$ cat src/scbc_pkg.sv
// Shared types, codes and constants for the size class buffer cache.
// Used by the controller, datapath and top level; depends on nothing.
package scbc_pkg;

    localparam int HANDLE_BITS_DEF     = 16;
    localparam int PER_CLASS_DEPTH_DEF = 20;
    localparam int LARGE_CLASSES_DEF   = 8;

    localparam int FIXED_CLASSES = 8;
    localparam int LARGE_SHIFT   = 26;

    localparam logic [32:0] FIXED_CLASS_BYTES [FIXED_CLASSES] = '{
        33'd1024, 33'd4096, 33'd16384, 33'd65536,
        33'd262144, 33'd1048576, 33'd4194304, 33'd16777216
    };

    localparam logic [1:0] OP_ACQUIRE = 2'd0;
    localparam logic [1:0] OP_RELEASE = 2'd1;
    localparam logic [1:0] OP_CLEAR   = 2'd2;

    localparam logic [2:0] ST_HIT     = 3'd0;
    localparam logic [2:0] ST_MISS    = 3'd1;
    localparam logic [2:0] ST_ZERO    = 3'd2;
    localparam logic [2:0] ST_CACHED  = 3'd3;
    localparam logic [2:0] ST_DROPPED = 3'd4;
    localparam logic [2:0] ST_IGNORED = 3'd5;
    localparam logic [2:0] ST_CLEARED = 3'd6;

    typedef struct packed {
        logic [1:0]  operation;
        logic [31:0] byte_count;
        logic [15:0] handle_in;
    } t_req;

    typedef struct packed {
        logic [2:0]  status;
        logic [15:0] handle_out;
        logic [32:0] class_size;
        logic [39:0] total_cached_bytes;
        logic [8:0]  total_cached_handles;
    } t_res;

    typedef enum logic [1:0] {
        S_IDLE,
        S_CLASSIFY,
        S_DECIDE,
        S_RESP
    } t_state;

    typedef struct packed {
        logic load;
        logic classify;
        logic decide;
    } t_cmd;

endpackage

$ cat src/scbc_ctrl.sv
// Request sequencer: accept, classify, decide, respond.
// Depends on scbc_pkg for the state and command types.
module scbc_ctrl (
    input  logic           i_clk,
    input  logic           i_rst_n,
    input  logic           start,
    output logic           busy,
    output logic           o_done,
    output scbc_pkg::t_cmd o_cmd
);
    import scbc_pkg::*;

    t_state r_state;
    t_state n_state;

    always_ff @(posedge i_clk) begin
        if (!i_rst_n) begin
            r_state <= S_IDLE;
        end else begin
            r_state <= n_state;
        end
    end

    always_comb begin
        n_state = r_state;
        case (r_state)
            S_IDLE: begin
                if (start) begin
                    n_state = S_CLASSIFY;
                end
            end
            S_CLASSIFY: n_state = S_DECIDE;
            S_DECIDE:   n_state = S_RESP;
            S_RESP:     n_state = S_IDLE;
            default:    n_state = S_IDLE;
        endcase
    end

    always_comb begin
        o_cmd  = '0;
        busy   = 1'b1;
        o_done = 1'b0;
        case (r_state)
            S_IDLE: begin
                busy       = 1'b0;
                o_cmd.load = start;
            end
            S_CLASSIFY: o_cmd.classify = 1'b1;
            S_DECIDE:   o_cmd.decide   = 1'b1;
            S_RESP:     o_done         = 1'b1;
            default:    busy           = 1'b1;
        endcase
    end

endmodule

$ cat config.mk
export PLATFORM = sky130hd
export DESIGN_NAME = scbc_ctrl
export DESIGN_NICKNAME = d
export VERILOG_FILES = /design/src/scbc_pkg.sv /design/src/scbc_ctrl.sv
export SDC_FILE = /design/constraint.sdc
export NUM_CORES = 1
export LEC_CHECK = 0
export ABC_AREA = 1
export BUFFER_PORTS_ARGS = -buffer_cell sky130_fd_sc_hd__buf_4
export CAP_MARGIN = 15
export CELL_PAD_IN_SITES_DETAIL_PLACEMENT = 0
export CELL_PAD_IN_SITES_GLOBAL_PLACEMENT = 1
export CORE_AREA = 2 2 39 41
export CTS_BUF_LIST = sky130_fd_sc_hd__clkbuf_8
export CTS_CLUSTER_SIZE = 10
export DETAILED_ROUTE_END_ITERATION = 6
export DIE_AREA = 0 0 41 43
export PLACE_DENSITY = 0.43
export SYNTH_ARGS = -nofsm -noshare
export SYNTH_HDL_FRONTEND = slang
export SYNTH_SLANG_ARGS = --single-unit
$ cat constraint.sdc
create_clock -name i_clk -period 0.95 [get_ports i_clk]
set_input_delay 0.19 -clock i_clk [delete_from_list [all_inputs] [get_ports i_clk]]
set_output_delay 0.19 -clock i_clk [all_outputs]
set_load 0.005 [all_outputs]
Yosys cells after proc, flatten, opt, wreduce, memory -nomap -nowiden
Cells that the tools add are included.

Bits in registers: 2. Input bits: 3. Output and inout bits: 5.

Equality and inequality tests: 4. Mux-type cells: 7. Reductions and logical operators: 1.

Operators by type and width (count): $pmux W2 S4 (1); $mux W1 (5); $eq A2 B2 Y1 const B (2); $eq A2 B1 Y1 const B (1); $logic_not A2 Y1 (1); $mux W2 (1); $ne A2 B2 Y1 const B (1).

Longest topological paths before layout
Depth in word-level cells: 2. Gate-level depth with buffers: 6.

Worst setup path before layout
OpenSTA, ideal clock, no wires.

Kind: flip-flop to flip-flop. Start point: reg r_state[0]. End point: reg r_state[1]. Stages on the path, launching flop included: 7. Slack: -0.031 ns. Arrival: 0.869 ns. Library setup time: 0.113 ns. Period minus slack after synthesis: 0.981 ns. Required time: 0.837 ns. Cells stage by stage: dfxtp_1 > inv_1 > ha_1 > inv_2 > nor2_2 > nor2_1 > nor2_1.

Longest elaborated chain between the ends: 2. Elaborated cells between the ends (all ways): 6. Those cells by class: eq/ne: 4; mux: 1; reduce/logical: 1.

Ends and longest elaborated chain: start, declared (line scbc_ctrl.sv:13) `t_state r_state;`; start signal, assigned (line scbc_ctrl.sv:20) `r_state <= n_state;`; $eq A2 B2 Y1 (tied with other cells) (line scbc_ctrl.sv:26) `case (r_state)`; $pmux W2 S4 / $ne A2 B2 Y1 (equally long branches).

Several ways; a longest one is shown, not always the timed one. A chain may end at the register's enable or synchronous reset.

==> results.yml <==
final_layout:
  fin_nets: 52
  final_cell_area_um2: 400.4
  largest_register_ffs: 2
  ff_latch_area_um2: 42.54
  multiInputGateArea_um2: 148.9
  n_antenna_cell: 0
  largest_registers: "r_state x2"
  layoutNonFillerInstCount: 58
  fin_util: 0.2893
  area_growth_pct: 128.6
  regMostFlops: "r_state"
  fillers: 151
  drive_above_1_share: 0.7143
synthesis:
  synth-seq-cells: 2
  synth_ff_type: "dfxtp_1"
  post-synth-top-count-cell: "inv_1"
  yosysTopAreaCell: "ha_1"
  synth_top_area_frac: 0.3571
  synthTopCellsByCount: "6 x inv_1, 5 x ha_1, 4 x nand2_1, 4 x nor2_1"
  syn_area_um2: 175.2
  synth_edf_count: 0
  yosysWarnings: 0
  seq_area_frac_synth: 0.2286
  synthArstFlopShare: 0
  ys_types: 8
  avgSynthCellArea_um2: 7.007
  netlist_instances: 25
  synth_area_leaders: "ha_1 36%, dfxtp_1 23%, inv_1 13%"
  synth_fp_nets: 33
drt:
  drt_iter0_markers: 2
  wl_per_cell_um: 8.086
  via_per_inst: 3.448
  drt_wl_total_um: 469
  ant_nets: 0
  drtPass1Iterations: 3
  route.detailed.drc: 0
  vias: 200
grt:
  grt_max_degree: 4
  grt_first_pass_wirelength_um: 724
  grt-ovfl-total: 0
  antenna_found_initial: 0
  grt_use_total: 0.06212
  grt_pass1_vias: 196
placement:
  gp_congestion: 0.6814
  port_buffers: 7
  pre_cts_slack_ns: -0.1053
  dp.cells: 51
  placed_area_um2: 275.3
  hpwl_um: 305
timing:
  fin_setup_tns_ns: -1.057
  fin_skew_ns: 0.0002933
  hold_violations: 0
  drv_slew: 0
  fmax_ghz: 0.8745
  fin_crit_ns: 1.143
  worstMarginPinSlew_ns: 0.09815
  holdWs_ns: 0.2257
  rsz0062_at_grt: "yes"
  report.final.setup_viol: 7
  fin_crit_sh: 1.204
  relSlewSlack: 0.9343
  fin_ws_ns: -0.1935
run_status:
  violations: "negative setup slack"
  outcome: "finished, violations left"
pwr:
  clock_power_share: 0.240
  seqPwrFrac: 0.123
  p_per_area_nw_per_um2: 3422
  switching_power_uw: 469.5
  swShare: 0.3427
  power.total_mw: 1.370
  internal_power_uw: 900.4
  comb_power_share: 0.637
  leakagePower_nw: 0.2009
  vdd_drop_max_mv: 1.205
flow_run:
  cap_violations: 0
die:
  boundaryPins: 8
  fp.dieH_um: 43
  initial_core_util: 0.1266
  die_w_um: 41
  dieArea_um2: 1763
  core_area_um2: 1384
  row_count: 14
setup_path:
  cp_max_fo: 3
  critPathKind: "reg2out"
  cp-end-kind: "output pin"
  cp.required_ns: 0.76
  arrival_ns: 0.95
  crit_path_start_kind: "flip-flop"
clocking:
  worstSkewPairLatency_ns: 0.21
  cts_buffers: 3
  cts.path.max_buffers: 2
  cts_hold_repair.buffers: 0
  cts_sinks: 2
  tritoncts: "yes"
  ctsHtreeMaxLevel: 1
  clk_pin_slew_worst_paths_ns: 0.03
  clock-root-buffer: "clkbuf_8"
worst_hold_path:
  hold_class: "in2reg"
[cell type report]
type | count | share of cell area
clock buffers | 3 | 0.1031
inverters | 7 | 0.07813
multi-input cells | 16 | 0.3719
flip-flops and latches | 2 | 0.1062
well taps | 16 | 0.05000
repair buffers | 14 | 0.2906
[what timing repair did]
item | in CTS | in global routing
pin swaps | 6 | 3
setup endpoints to repair | 7 | 7
setup buffers | 4 | 0
resized for setup | 16 | 1
[placed cells by master (no fill, tap or decap), drive strengths merged]
master  instances
ha              5
dfxtp           2
inv             7
buf            14
nand2           4
nand3           2
clkbuf          3
nor2            5
[cells by family (layout without fill, tap and decap cells)]
logic type | Yosys count | count (layout) | share of synthesized area
buf+inv | 7 | 24 | 0.1500
fa+ha+maj | 5 | 5 | 0.3571
simple gates | 11 | 11 | 0.2643
flops | 2 | 2 | 0.2286
[layer usage]
| layer | vias to the layer above | routed length, um | part of all wire | track usage |
|---|---|---|---|---|
| met2 | 7 | 242 | 0.52 | 0.09688 |
| met5 | - | 0 | 0 | 0 |
| met3 | 0 | 33 | 0.070 | 0.01571 |
| met4 | 0 | 0 | 0 | 0.04000 |
| met1 | 87 | 193 | 0.41 | 0.07029 |
| li1 | 106 | - | - | - |
[power by group through the flow]
stage          clock [mW]  combinational (mW)  sequential (mW)
2_1_floorplan           0               0.294            0.149
3_3_place_gp            0               0.564            0.143
3_5_place_dp            0               0.573            0.141
4_1_cts             0.336               0.871            0.169
5_1_grt             0.344               0.966            0.173
6_report            0.328               0.873            0.168
[worst max-delay path: stages (launching register included)]
cell and delay, ns:
dfxtp_2 0.34, inv_4 0.05, ha_4 0.16, nand2_2 0.06, inv_2 0.03, buf_6 0.10
[worst paths after layout]
path,to,depth (start not counted),slack [ns],startpoint
worst max-delay path,o_cmd[2],5,-0.19,r_state[0]$_SDFFE_PN0P_
worst min-delay path,r_state[0]$_SDFFE_PN0P_,3,0.23,i_rst_n
worst max register to register,r_state[0]$_SDFFE_PN0P_,7,-0.09,r_state[0]$_SDFFE_PN0P_
worst min register to register,r_state[1]$_SDFFE_PN0P_,4,0.65,r_state[1]$_SDFFE_PN0P_
Power figures use the tool's default switching activity.
